==> src/sv/plc_pkg.sv <==
//------------------------------------------------------------------------------
// plc_pkg
// Shared types and constants of the positional list engine: opcodes,
// status codes, field widths and the result bundle.
//------------------------------------------------------------------------------
`default_nettype none

package plc_pkg;

	localparam int CAPACITY_DEF = 64;
	localparam int DATA_W       = 32;
	localparam int POS_W        = 7;
	localparam int COUNT_W      = 7;
	localparam int OPCODE_W     = 3;
	localparam int STATUS_W     = 2;
	localparam int BEAT_W       = 48;

	typedef enum logic [OPCODE_W-1:0] {
		OP_CLEAR  = 3'd0,
		OP_INSERT = 3'd1,
		OP_DELETE = 3'd2,
		OP_CHANGE = 3'd3,
		OP_FIND   = 3'd4,
		OP_READ   = 3'd5
	} opcode_t;

	typedef enum logic [STATUS_W-1:0] {
		ST_OK       = 2'd0,
		ST_RANGE    = 2'd1,
		ST_FULL     = 2'd2,
		ST_NOTFOUND = 2'd3
	} status_t;

	typedef struct packed {
		status_t              status;
		logic [POS_W-1:0]     found_position;
		logic [DATA_W-1:0]    read_value;
		logic [COUNT_W-1:0]   element_count;
	} result_t;

endpackage

`default_nettype wire

==> src/sv/positional_list_engine_core.sv <==
// Positional list engine: keeps an ordered list of up to CAPACITY signed 32-bit
// values in one synchronous RAM and serves one request at a time (clear,
// insert, delete, change, find, read by 1-based position), answering each with
// one result beat. The list is walked through the RAM's single read port, one
// entry per cycle; on insert and delete each entry is written back one place
// up or down in the following cycle. Insert walks positions count down to p,
// delete p+1 up to count, find from the head to its first match; read fetches
// one entry, change writes its entry directly, and clear, unused opcodes and
// errors answer without using the RAM; the longest request is an insert at the
// head of a list of 63 entries. A new request is taken while the previous
// result still waits in the output register. No clearing pass follows reset:
// only entries that were written are ever read.
//------------------------------------------------------------------------------
// positional_list_engine_core
// Top level: request unpacking, sequencer, element store and output register.
//------------------------------------------------------------------------------
`default_nettype none

module positional_list_engine_core #(
	parameter int CAPACITY = plc_pkg::CAPACITY_DEF
) (
	input  wire logic                          clk,
	input  wire logic                          arst_n,
	input  wire logic                          s_axis_tvalid,
	output logic                               s_axis_tready,
	// opcode [2:0], position [9:3], data_value [41:10], zero [47:42]
	input  wire logic [plc_pkg::BEAT_W-1:0]    s_axis_tdata,
	output logic                               m_axis_tvalid,
	input  wire logic                          m_axis_tready,
	// status [1:0], found_position [8:2], read_value [40:9],
	// element_count [47:41]
	output logic      [plc_pkg::BEAT_W-1:0]    m_axis_tdata
);

	localparam int AW = $clog2(CAPACITY);

	plc_pkg::result_t              res;
	logic                          res_valid;
	logic                          res_ready;
	logic                          mem_wr_en;
	logic [AW-1:0]                 mem_wr_addr;
	logic [plc_pkg::DATA_W-1:0]    mem_wr_data;
	logic                          mem_rd_en;
	logic [AW-1:0]                 mem_rd_addr;
	logic [plc_pkg::DATA_W-1:0]    mem_rd_data;
	logic                          out_valid_q;
	logic [plc_pkg::BEAT_W-1:0]    out_data_q;

	plc_seq #(
		.CAPACITY (CAPACITY)
	) u_seq (
		.clk         (clk),
		.arst_n      (arst_n),
		.in_valid    (s_axis_tvalid),
		.in_ready    (s_axis_tready),
		.opcode      (s_axis_tdata[2:0]),
		.position    (s_axis_tdata[9:3]),
		.data_value  (s_axis_tdata[41:10]),
		.res_valid   (res_valid),
		.res_ready   (res_ready),
		.res         (res),
		.mem_wr_en   (mem_wr_en),
		.mem_wr_addr (mem_wr_addr),
		.mem_wr_data (mem_wr_data),
		.mem_rd_en   (mem_rd_en),
		.mem_rd_addr (mem_rd_addr),
		.mem_rd_data (mem_rd_data)
	);

	plc_ram #(
		.WIDTH (plc_pkg::DATA_W),
		.DEPTH (CAPACITY)
	) u_store (
		.clk     (clk),
		.wr_en   (mem_wr_en),
		.wr_addr (mem_wr_addr),
		.wr_data (mem_wr_data),
		.rd_en   (mem_rd_en),
		.rd_addr (mem_rd_addr),
		.rd_data (mem_rd_data)
	);

	// output register takes a result whenever it is empty or its beat is being taken
	assign res_ready = !out_valid_q || m_axis_tready;

	always_ff @(posedge clk or negedge arst_n) begin
		if (!arst_n) begin
			out_valid_q <= 1'b0;
		end else if (res_ready) begin
			out_valid_q <= res_valid;
		end
	end

	always_ff @(posedge clk) begin
		if (res_valid && res_ready) begin
			out_data_q <= {res.element_count, res.read_value, res.found_position, res.status};
		end
	end

	assign m_axis_tvalid = out_valid_q;
	assign m_axis_tdata  = out_data_q;

	a_one_at_a_time: assert property (@(posedge clk) disable iff (!arst_n)
		!(s_axis_tready && res_valid))
		else $error("request taken while a result is pending");

	a_result_loads: assert property (@(posedge clk) disable iff (!arst_n)
		res_valid && res_ready |=> m_axis_tvalid)
		else $error("result not loaded into output register");

	a_full_count: assert property (@(posedge clk) disable iff (!arst_n)
		res_valid && res.status == plc_pkg::ST_FULL
		|-> res.element_count == plc_pkg::COUNT_W'(CAPACITY))
		else $error("full reported below capacity");

	a_fpos_only_ok: assert property (@(posedge clk) disable iff (!arst_n)
		res_valid && res.status != plc_pkg::ST_OK |-> res.found_position == '0)
		else $error("found position set on failed request");

endmodule

`default_nettype wire

==> src/sv/plc_ram.sv <==
//------------------------------------------------------------------------------
// plc_ram
// Generic single-port-write, single-port-read synchronous RAM with a
// registered read.
//------------------------------------------------------------------------------
`default_nettype none

module plc_ram #(
	parameter int WIDTH = 32,
	parameter int DEPTH = 64
) (
	input  wire logic                     clk,
	input  wire logic                     wr_en,
	input  wire logic [$clog2(DEPTH)-1:0] wr_addr,
	input  wire logic [WIDTH-1:0]         wr_data,
	input  wire logic                     rd_en,
	input  wire logic [$clog2(DEPTH)-1:0] rd_addr,
	output logic      [WIDTH-1:0]         rd_data
);

	logic [WIDTH-1:0] mem_q [DEPTH];

	always_ff @(posedge clk) begin
		if (wr_en) begin
			mem_q[wr_addr] <= wr_data;
		end
		if (rd_en) begin
			rd_data <= mem_q[rd_addr];
		end
	end

endmodule

`default_nettype wire

==> src/sv/plc_seq.sv <==
//------------------------------------------------------------------------------
// plc_seq
// Request sequencer: checks the request, then walks the element store one
// entry per cycle through the RAM (read, then for insert and delete write back
// one place up or down), and holds the result until it is taken.
//------------------------------------------------------------------------------
`default_nettype none

module plc_seq #(
	parameter int CAPACITY = plc_pkg::CAPACITY_DEF
) (
	input  wire logic                           clk,
	input  wire logic                           arst_n,
	// request
	input  wire logic                           in_valid,
	output logic                                in_ready,
	input  wire logic [plc_pkg::OPCODE_W-1:0]   opcode,
	input  wire logic [plc_pkg::POS_W-1:0]      position,
	input  wire logic [plc_pkg::DATA_W-1:0]     data_value,
	// result
	output logic                                res_valid,
	input  wire logic                           res_ready,
	output plc_pkg::result_t                    res,
	// element store
	output logic                                mem_wr_en,
	output logic [$clog2(CAPACITY)-1:0]         mem_wr_addr,
	output logic [plc_pkg::DATA_W-1:0]          mem_wr_data,
	output logic                                mem_rd_en,
	output logic [$clog2(CAPACITY)-1:0]         mem_rd_addr,
	input  wire logic [plc_pkg::DATA_W-1:0]     mem_rd_data
);

	localparam int AW = $clog2(CAPACITY);
	localparam int CW = $clog2(CAPACITY + 1);
	localparam int XW = ((CW > plc_pkg::POS_W) ? CW : plc_pkg::POS_W) + 1;

	typedef enum logic [1:0] {
		S_IDLE,
		S_WALK,
		S_FINAL,
		S_DONE
	} state_t;

	state_t                        state_q;
	plc_pkg::opcode_t              op_q;
	logic [CW-1:0]                 cnt_q;
	logic [CW-1:0]                 n_q;
	logic [AW-1:0]                 ptr_q;
	logic [AW-1:0]                 addr_q;
	logic [plc_pkg::DATA_W-1:0]    val_q;
	plc_pkg::status_t              status_q;
	logic [plc_pkg::POS_W-1:0]     fpos_q;
	logic [plc_pkg::DATA_W-1:0]    rval_q;
	logic                          rd_valid_s1;
	logic [AW-1:0]                 rd_addr_s1;

	logic                          accept;
	plc_pkg::opcode_t              op_in;
	logic [XW-1:0]                 pos_x;
	logic [XW-1:0]                 cnt_x;
	logic [XW-1:0]                 pm1_x;
	logic [XW-1:0]                 fpos_x;
	logic                          in_range;
	logic                          ins_range;
	logic                          is_full;
	logic                          walk_more;
	logic                          drained;

	assign in_ready  = (state_q == S_IDLE);
	assign accept    = in_valid && in_ready;
	assign op_in     = plc_pkg::opcode_t'(opcode);
	assign pos_x     = XW'(position);
	assign cnt_x     = XW'(cnt_q);
	assign pm1_x     = pos_x - XW'(1);
	assign in_range  = (position != '0) && (pos_x <= cnt_x);
	assign ins_range = (position != '0) && (pos_x <= cnt_x + XW'(1));
	assign is_full   = (cnt_x == XW'(CAPACITY));
	assign walk_more = (n_q != '0);
	assign drained   = !walk_more && !rd_valid_s1;
	assign fpos_x    = XW'(rd_addr_s1) + XW'(1);

	assign res_valid          = (state_q == S_DONE);
	assign res.status         = status_q;
	assign res.found_position = fpos_q;
	assign res.read_value     = rval_q;
	assign res.element_count  = cnt_x[plc_pkg::COUNT_W-1:0];

	assign mem_rd_en   = (state_q == S_WALK) && walk_more;
	assign mem_rd_addr = ptr_q;

	// shifting writes use the address of the registered read (rd_addr_s1), so read and write never hit one entry
	always_comb begin
		mem_wr_en   = 1'b0;
		mem_wr_addr = addr_q;
		mem_wr_data = val_q;
		if (state_q == S_FINAL) begin
			mem_wr_en = 1'b1;
		end else if (state_q == S_WALK && rd_valid_s1) begin
			mem_wr_data = mem_rd_data;
			if (op_q == plc_pkg::OP_INSERT) begin
				mem_wr_en   = 1'b1;
				mem_wr_addr = rd_addr_s1 + AW'(1);
			end else if (op_q == plc_pkg::OP_DELETE) begin
				mem_wr_en   = 1'b1;
				mem_wr_addr = rd_addr_s1 - AW'(1);
			end
		end
	end

	always_ff @(posedge clk or negedge arst_n) begin
		if (!arst_n) begin
			state_q     <= S_IDLE;
			cnt_q       <= '0;
			n_q         <= '0;
			rd_valid_s1 <= 1'b0;
			op_q        <= plc_pkg::OP_CLEAR;
			ptr_q       <= '0;
			addr_q      <= '0;
			val_q       <= '0;
			status_q    <= plc_pkg::ST_OK;
			fpos_q      <= '0;
			rval_q      <= '0;
			rd_addr_s1  <= '0;
		end else begin
			unique case (state_q)
				S_IDLE: begin
					if (accept) begin
						op_q        <= op_in;
						val_q       <= data_value;
						addr_q      <= AW'(pm1_x);
						status_q    <= plc_pkg::ST_OK;
						fpos_q      <= '0;
						rval_q      <= '0;
						rd_valid_s1 <= 1'b0;
						n_q         <= '0;
						state_q     <= S_DONE;
						unique case (op_in)
							plc_pkg::OP_CLEAR: begin
								cnt_q <= '0;
							end
							plc_pkg::OP_INSERT: begin
								if (!ins_range) begin
									status_q <= plc_pkg::ST_RANGE;
								end else if (is_full) begin
									status_q <= plc_pkg::ST_FULL;
								end else begin
									// move entries count-1 down to pos-1, top first
									n_q     <= CW'(cnt_x - pm1_x);
									ptr_q   <= AW'(cnt_x - XW'(1));
									state_q <= S_WALK;
								end
							end
							plc_pkg::OP_DELETE: begin
								if (!in_range) begin
									status_q <= plc_pkg::ST_RANGE;
								end else begin
									n_q     <= CW'(cnt_x - pos_x);
									ptr_q   <= AW'(pos_x);
									state_q <= S_WALK;
								end
							end
							plc_pkg::OP_CHANGE: begin
								if (!in_range) begin
									status_q <= plc_pkg::ST_RANGE;
								end else begin
									state_q <= S_FINAL;
								end
							end
							plc_pkg::OP_FIND: begin
								status_q <= plc_pkg::ST_NOTFOUND;
								n_q      <= cnt_q;
								ptr_q    <= '0;
								state_q  <= S_WALK;
							end
							plc_pkg::OP_READ: begin
								if (!in_range) begin
									status_q <= plc_pkg::ST_RANGE;
								end else begin
									n_q     <= CW'(1);
									ptr_q   <= AW'(pm1_x);
									state_q <= S_WALK;
								end
							end
							default: begin
							end
						endcase
					end
				end
				S_WALK: begin
					if (walk_more) begin
						ptr_q <= (op_q == plc_pkg::OP_INSERT) ? ptr_q - AW'(1) : ptr_q + AW'(1);
						n_q   <= n_q - CW'(1);
					end
					rd_valid_s1 <= walk_more;
					rd_addr_s1  <= ptr_q;
					if (drained) begin
						if (op_q == plc_pkg::OP_INSERT) begin
							state_q <= S_FINAL;
						end else begin
							if (op_q == plc_pkg::OP_DELETE) begin
								cnt_q <= cnt_q - CW'(1);
							end
							state_q <= S_DONE;
						end
					end else if (rd_valid_s1) begin
						// first match ends the search
						if (op_q == plc_pkg::OP_FIND && mem_rd_data == val_q) begin
							status_q    <= plc_pkg::ST_OK;
							fpos_q      <= fpos_x[plc_pkg::POS_W-1:0];
							rd_valid_s1 <= 1'b0;
							state_q     <= S_DONE;
						end else if (op_q == plc_pkg::OP_READ) begin
							rval_q      <= mem_rd_data;
							rd_valid_s1 <= 1'b0;
							state_q     <= S_DONE;
						end
					end
				end
				S_FINAL: begin
					if (op_q == plc_pkg::OP_INSERT) begin
						cnt_q <= cnt_q + CW'(1);
					end
					state_q <= S_DONE;
				end
				S_DONE: begin
					if (res_ready) begin
						state_q <= S_IDLE;
					end
				end
				default: begin
					state_q <= S_IDLE;
				end
			endcase
		end
	end

endmodule

`default_nettype wire
==> config.mk <==
export PLATFORM = sky130hd
export DESIGN_NAME = positional_list_engine_core
export DESIGN_NICKNAME = d
export VERILOG_FILES = /design/src/sv/plc_pkg.sv /design/src/sv/positional_list_engine_core.sv /design/src/sv/plc_ram.sv /design/src/sv/plc_seq.sv
export SDC_FILE = /design/constraint.sdc
export NUM_CORES = 2
export LEC_CHECK = 0
export BUFFER_PORTS_ARGS = -buffer_cell sky130_fd_sc_hd__buf_2
export CORE_ASPECT_RATIO = 0.5
export CORE_UTILIZATION = 45
export CTS_CLUSTER_DIAMETER = 150
export DETAILED_ROUTE_END_ITERATION = 6
export PLACE_DENSITY = 0.59
export SLEW_MARGIN = 5
export SYNTH_ARGS = -nofsm -noshare
export SYNTH_HDL_FRONTEND = slang
export SYNTH_SLANG_ARGS = --single-unit
export TNS_END_PERCENT = 20
==> constraint.sdc <==
create_clock -name clk -period 7.1 [get_ports clk]
set_input_delay 0 -clock clk [delete_from_list [all_inputs] [get_ports clk]]
set_output_delay 0 -clock clk [all_outputs]
set_load 0.05 [all_outputs]
* Word-level counts from Yosys, hierarchy flattened
Memory sizes are Yosys's and may differ from the RTL's. A register that Yosys moved wholly into a read port is not among the register bits.
Index checks and enable logic that the tools add are counted.
** Word-level totals
- Flip-flop bits (word level) :: 160
- Memory bits (writable) :: 2048
- Input port bits :: 52
- Output and inout port bits :: 50
- Logic and storage cells :: 167
- Memories kept :: 1
** Memory list
- u_store.mem_q :: words 64, bits a word 32, rd ports 1, clocked after Yosys merged registers in 1, wr ports 1, RTL line plc_ram.sv:21 : logic [WIDTH-1:0] mem_q [DEPTH];
** Cells by class
- Add/sub/neg operators :: 13
- Magnitude comparators :: 2
- Equality and inequality tests :: 34
- Mux-type cells :: 75
- Reductions and logical operators :: 28
** Operators with widths (count)
- $mux W32 :: 7
- $mux W7 :: 15
- $mux W6 :: 11
- $pmux W32 S2 :: 1
- $eq A32 B32 Y1 :: 1
- $mux W2 :: 15
- $pmux W7 S2 :: 2
- $pmux W7 S4 :: 1
- $pmux W6 S4 :: 1
- $pmux W7 S3 :: 1
- $sub A7 B1 Y7 const B :: 3
- $ne A2 B2 Y1 const B :: 9
- $sub A6 B1 Y6 const B :: 3
- $pmux W2 S4 :: 2
- $mux W1 :: 15
- $reduce_bool A7 Y1 :: 2
- $sub A7 B7 Y7 :: 2
- $add A6 B1 Y6 const B :: 2
- $eq A3 B3 Y1 const B :: 4
- $ne A3 B3 Y1 const B :: 4
- $pmux W6 S2 :: 1
- $eq A3 B2 Y1 const B :: 3
- $add A7 B1 Y8 const B :: 1
- $le A7 B8 Y1 :: 1
- other kinds (30) :: 45

* Longest topological paths before layout
- Depth after elaboration :: 7
- Mapped depth :: 14
- Gate-level depth less buffers :: 13

* By module
A second synthesis with hierarchy kept.
** Unflattened totals
- Cells, all modules :: 4444
- Area, all modules :: 88309.7 sq um
** By module, submodules not included
- plc_ram :: times used 1, cells an instance 3511, area an instance 79359.9 sq um, sequential area each 62459.9 sq um
- plc_seq :: times used 1, cells an instance 881, area an instance 7454.6 sq um, sequential area each 2777.7 sq um
- positional_list_engine_core :: times used 1, cells an instance 52, area an instance 1495.2 sq um, sequential area each 1466.4 sq um

* Worst setup path before layout
Ideal clock, no wire load.
- Path kind :: register to register
- From :: register u_seq.state_q[0]
- To :: memory u_store.mem_q[16][0] (enable)
- Setup time :: 0.421 ns
- Arrival :: 3.558 ns
- Data required time :: 6.679 ns
- Slack :: 3.121 ns
- Stages on the path, launching flop included :: 10
- Buffers on the path :: 1
- Clock period less this slack :: 3.979 ns
- Cells stage by stage :: dfrtp_1 -> inv_1 -> ha_1 -> inv_2 -> nand3_1 -> nor3_1 -> o32a_1 -> or3b_1 -> buf_2 -> nor2_1
** Between the ends
- Word-level cells in the longest chain between the ends :: 6
- Elaborated cells on any way between the ends :: 9
- Those cells by class :: eq/ne (2); mux (6); reduce/logical (1)
** RTL lines
- start: declaration :: RTL line plc_seq.sv:44 : state_t state_q;
- start signal: assignment :: RTL line plc_seq.sv:112 : state_q <= S_IDLE;
- start signal: assignment :: RTL line plc_seq.sv:136 : state_q <= S_DONE;
- start signal: assignment :: RTL line plc_seq.sv:150 : state_q <= S_WALK;
- $eq A2 B1 Y1 :: RTL line plc_seq.sv:98 : end else if (state_q == S_WALK && rd_valid_s1) begin
- $logic_and A1 B1 Y1 :: RTL line plc_seq.sv:98
- $mux W1 :: RTL line plc_seq.sv:98
- $mux W1 :: RTL line plc_seq.sv:96 : if (state_q == S_FINAL) begin
- $mux W1 :: RTL line plc_ram.sv:24 : if (wr_en) begin
- $mux W1 (not written as such) :: RTL line plc_ram.sv:25 : mem_q[wr_addr] <= wr_data;
- end: declaration :: RTL line plc_ram.sv:21
Parallel ways exist; a longest one is shown, timed or not.

* Final worst setup path
- From :: register u_seq.state_q[0]
- To :: memory u_store.mem_q[34][8] (enable)
The elaborated chain is that of the path after synthesis.

==> flow_summary.json <==
{
  "syn-instance-count": 3852,
  "clockBufferDepth": 4,
  "peak_clock_frequency_supported_by_timing_mhz": 185,
  "adder_cell_area_share_of_the_yosys_netlist_pct": 0.658,
  "ioPinCount": 102,
  "wire_length_of_the_first_global_routing_pass_mm": 314,
  "run_status": "finished, final reports clean",
  "worst-endpoint-required_ns": 7.60,
  "timing.critical_path.cells": "inv_1, ha_1, inv_2, nand3_2, buf_4, nor3_1, a21oi_1, o22ai_1, a21oi_1, nand2_1, nor2_4, buf_4",
  "synth_simple_gate_area_share_pct": 1.48,
  "slew_headroom_pct": 11.7,
  "critPathSlowestCell": "nor2_4",
  "rsz0062_at_grt": "no",
  "fin_area_sq_um": 99500,
  "timing.hold.worst_path_depth": 4,
  "synth_largest_type_area_fraction_pct": 72.9,
  "finalClockSkew_ns": 0.0425,
  "routed_wire_length_per_instance_um": 31.8,
  "combined_area_of_the_multi_input_logic_cells_sq_um": 20400,
  "synth_sequential_area_ratio_pct": 76.1,
  "grt_antenna_before_repair": 17,
  "io_buffer_count": 95,
  "layout_min_cycle_time_ns": 5.41,
  "fp.dieArea_sq_um": 197000,
  "drt_drc_violations_left": 0,
  "syn_nets": 3945,
  "dpl.cell_count": 6489,
  "finalWorstSetupSlack_ns": 1.69,
  "drive_gt1_share_pct": 30.6,
  "postRouteWirelength_mm": 221,
  "holdPathEnd": "m_axis_tvalid",
  "timing.critical_path.fanout_max": 37,
  "top_count_cell_post_synth": "edfxtp_1",
  "setup-violations-final": 0,
  "timing.final.max_slew_violations": 0,
  "fill_cells": 14900,
  "detailedPlace.worstSlack_ns": 1.80,
  "hpwlAfterDp_mm": 132,
  "max_cap_viol": 0,
  "syn-cell-area_sq_um": 87600,
  "gr-usage-all-layers_pct": 22.5,
  "finish.cell_count_without_fillers": 6945,
  "floorplan.initialDensity_pct": 45.3,
  "end_kind": "flop",
  "initialDrtViolationCount": 5044,
  "critical_path.max_stage_delay_ns": 1.11,
  "p_per_area_nw_per_um2": 442,
  "worst_slew_pin_slew_ns": 1.31,
  "reg2reg_from": "u_seq.state_q[0]",
  "synth_xor_area_share_pct": 0.690,
  "numClockSinks": 2240,
  "ys_top_cells_by_count": "edfxtp_1, mux4_2, dfrtp_1, clkbuf_1, nor2_1",
  "synthesis.area_per_instance_sq_um": 22.7,
  "tritoncts_clock_tree": "done",
  "cts-root-buf": "clkbuf_16",
  "grt_pass1_vias": 42300,
  "timing.critical_path.from_type": "flop",
  "synth-seq-cells": 2240,
  "synth_top_cells_by_area": "edfxtp_1, mux4_2, dfrtp_1",
  "synth_ff_type": "edfxtp_1",
  "drt.antenna.violating_nets": 0,
  "coreArea_sq_um": 193000,
  "synth.yosys.warnings": 0,
  "place_area_sq_um": 92200,
  "power_mw": 44.0,
  "routed_via_density": 6.05,
  "detailedRoute.firstPassIterationCount": 6,
  "timing.reg2reg.setup_slack_ns": 1.69,
  "min_delay_path_class": "input port to flop",
  "setup_total_negative_slack_ns": 0,
  "r2r_end": "u_store.mem_q[34][8]",
  "dr_total_vias": 42000,
  "chipHeight_um": 314,
  "hp-start": "m_axis_tready",
  "post_cts_buffers": 0,
  "clock_insertion_delay_worst_skew_ns": 0.85,
  "maximum_number_of_pins_on_one_net_before_global_route_repair": 85,
  "final-seq-area_sq_um": 66700,
  "htree_num_levels": 4,
  "worst_path_clk_slew_ns": 0.07,
  "fin_crit_sh_pct": 76.2,
  "synth_top_family_by_area": "multiplexers",
  "compound_gate_portion_of_the_synthesized_area_pct": 1.66,
  "ys_async_sr_fraction_pct": 5.00,
  "hold_violations": 0,
  "dieWidth_um": 626,
  "r2r_cells": 12,
  "synth_edf_count": 2128,
  "synth_top_cell_by_area": "edfxtp_1",
  "tritoncts.num_buffers": 205,
  "cp_data_arrival_time_ns": 5.91,
  "leakage_nw": 31.6,
  "netlist-cell-type-count": 71,
  "core.rowCount": 114,
  "gp_congestion": 0.846,
  "worst-setup-path-type": "flop to flop",
  "peakVddDrop_mv": 0.279,
  "final_net_count": 4267,
  "layout-area-overhead-vs-synth_pct": 13.6,
  "grt_remaining_overflow": 0,
  "synth.area.mux_share_pct": 18.2
}
final cells by class:
type                            instances  share of cell area [%]
Antenna cell                            2                 0.00503
Clock buffer                          274                    5.68
Clock inverter                         92                   0.719
Inverter                               43                   0.162
Multi-Input combinational cell       1367                    20.5
Sequential cell                      2240                    67.1
Tap cell                             2610                    3.28
Timing Repair Buffer                  317                    2.58
kinds of logic (layout without fill, tap and decap cells):
| logic type | Yosys count | count (layout) |
|---|---|---|
| flip-flops | 2240 | 2240 |
| adder cells (fa/ha/maj) | 44 | 44 |
| AO/OA/AOI/OAI | 212 | 212 |
| buffers and inverters | 245 | 726 |
| AND/OR/NAND/NOR | 278 | 278 |
| XOR/XNOR | 69 | 69 |
| other | 0 | 2 |
| multiplexers | 764 | 764 |
per-layer routing:
metal	vias up	track usage, %	share of wire [%]	wire, um
met2	1736	34.3	46	102000
met4	0	4.98	2.0	4510
met3	259	4.67	8.8	19500
met5	-	0	0	0
met1	23100	33.7	43	94600
li1	16900	-	-	-
flip-flops by register name (all words and copies together), names as in the netlist:
| register | count |
|---|---|
| u_store.mem_q | 2048 |
| m_axis_tdata | 48 |
| u_seq.rval_q | 32 |
| u_seq.val_q | 32 |
| u_store.rd_data | 32 |
| u_seq.cnt_q | 7 |
| u_seq.fpos_q | 7 |
| u_seq.n_q | 7 |
| u_seq.addr_q | 6 |
| u_seq.mem_rd_addr | 6 |
| u_seq.rd_addr_s1 | 6 |
| u_seq.op_q | 3 |
| u_seq.state_q | 2 |
| u_seq.status_q | 2 |
| m_axis_tvalid | 1 |
| u_seq.rd_valid_s1 | 1 |
stage by stage:
stage / util [%] / hold slack, ns
final: 51.5 / 0.0849
after global routing: 51.5 / 0.0921
after global placement: 47.7 / -0.0416
after CTS: 51.5 / 0.0246
after detailed placement: 47.7 / -0.0336
after floorplan: - / -0.296
cell usage in the layout (no fill, tap or decap), drive strengths merged, types with 34 or more instances in the layout:
cell,n
a21oi,34
a22o,38
buf,231
clkbuf,274
clkinv,78
dfrtp,112
dlygate4sd3,86
edfxtp,2128
ha,37
inv,44
mux2,83
mux4,658
nand2,79
nor2,99
o21ai,54
xnor2,52
timing repair:
| item | 4_1_cts | 5_1_grt |
|---|---|---|
| hold endpoints to repair | 180 | 0 |
| resized for setup | 0 | 0 |
| hold buffers | 87 | 0 |
worst max path at each step:
stage | start | to | slack (ns) | cells past startpoint
after floorplan | u_seq.state_q[0] | u_store.mem_q[16][0] | 3.12 | 9
after global placement | u_seq.state_q[0] | u_store.mem_q[34][22] | 1.82 | 12
after detailed placement | u_seq.state_q[0] | u_store.mem_q[34][20] | 1.80 | 12
after CTS | u_seq.state_q[0] | u_store.mem_q[34][20] | 1.76 | 12
after global routing | u_seq.state_q[0] | u_store.mem_q[34][22] | 1.50 | 12
final | u_seq.state_q[0] | u_store.mem_q[34][8] | 1.69 | 12
worst max-delay path, delay by kind of cell (launching register included):
| family | cells | cell delay [ns] |
|---|---|---|
| AOI/OAI and AO/OA | 3 | 0.87 |
| adders and majority gates | 1 | 0.36 |
| DFF | 1 | 0.41 |
| and+or+nand+nor | 4 | 2.19 |
| buffers and inverters | 4 | 1.21 |
power by group:
part / leakage (nW) / total [mW] / switching [mW] / internal, mW
Sequential: 20.7 / 18.8 / 0.908 / 17.9
Clock: 3.13 / 10.7 / 4.71 / 5.99
Combinational: 7.84 / 14.4 / 9.17 / 5.26
Total: 31.6 / 44.0 / 14.8 / 29.2
No activity file was read; power rests on OpenSTA's default activity.
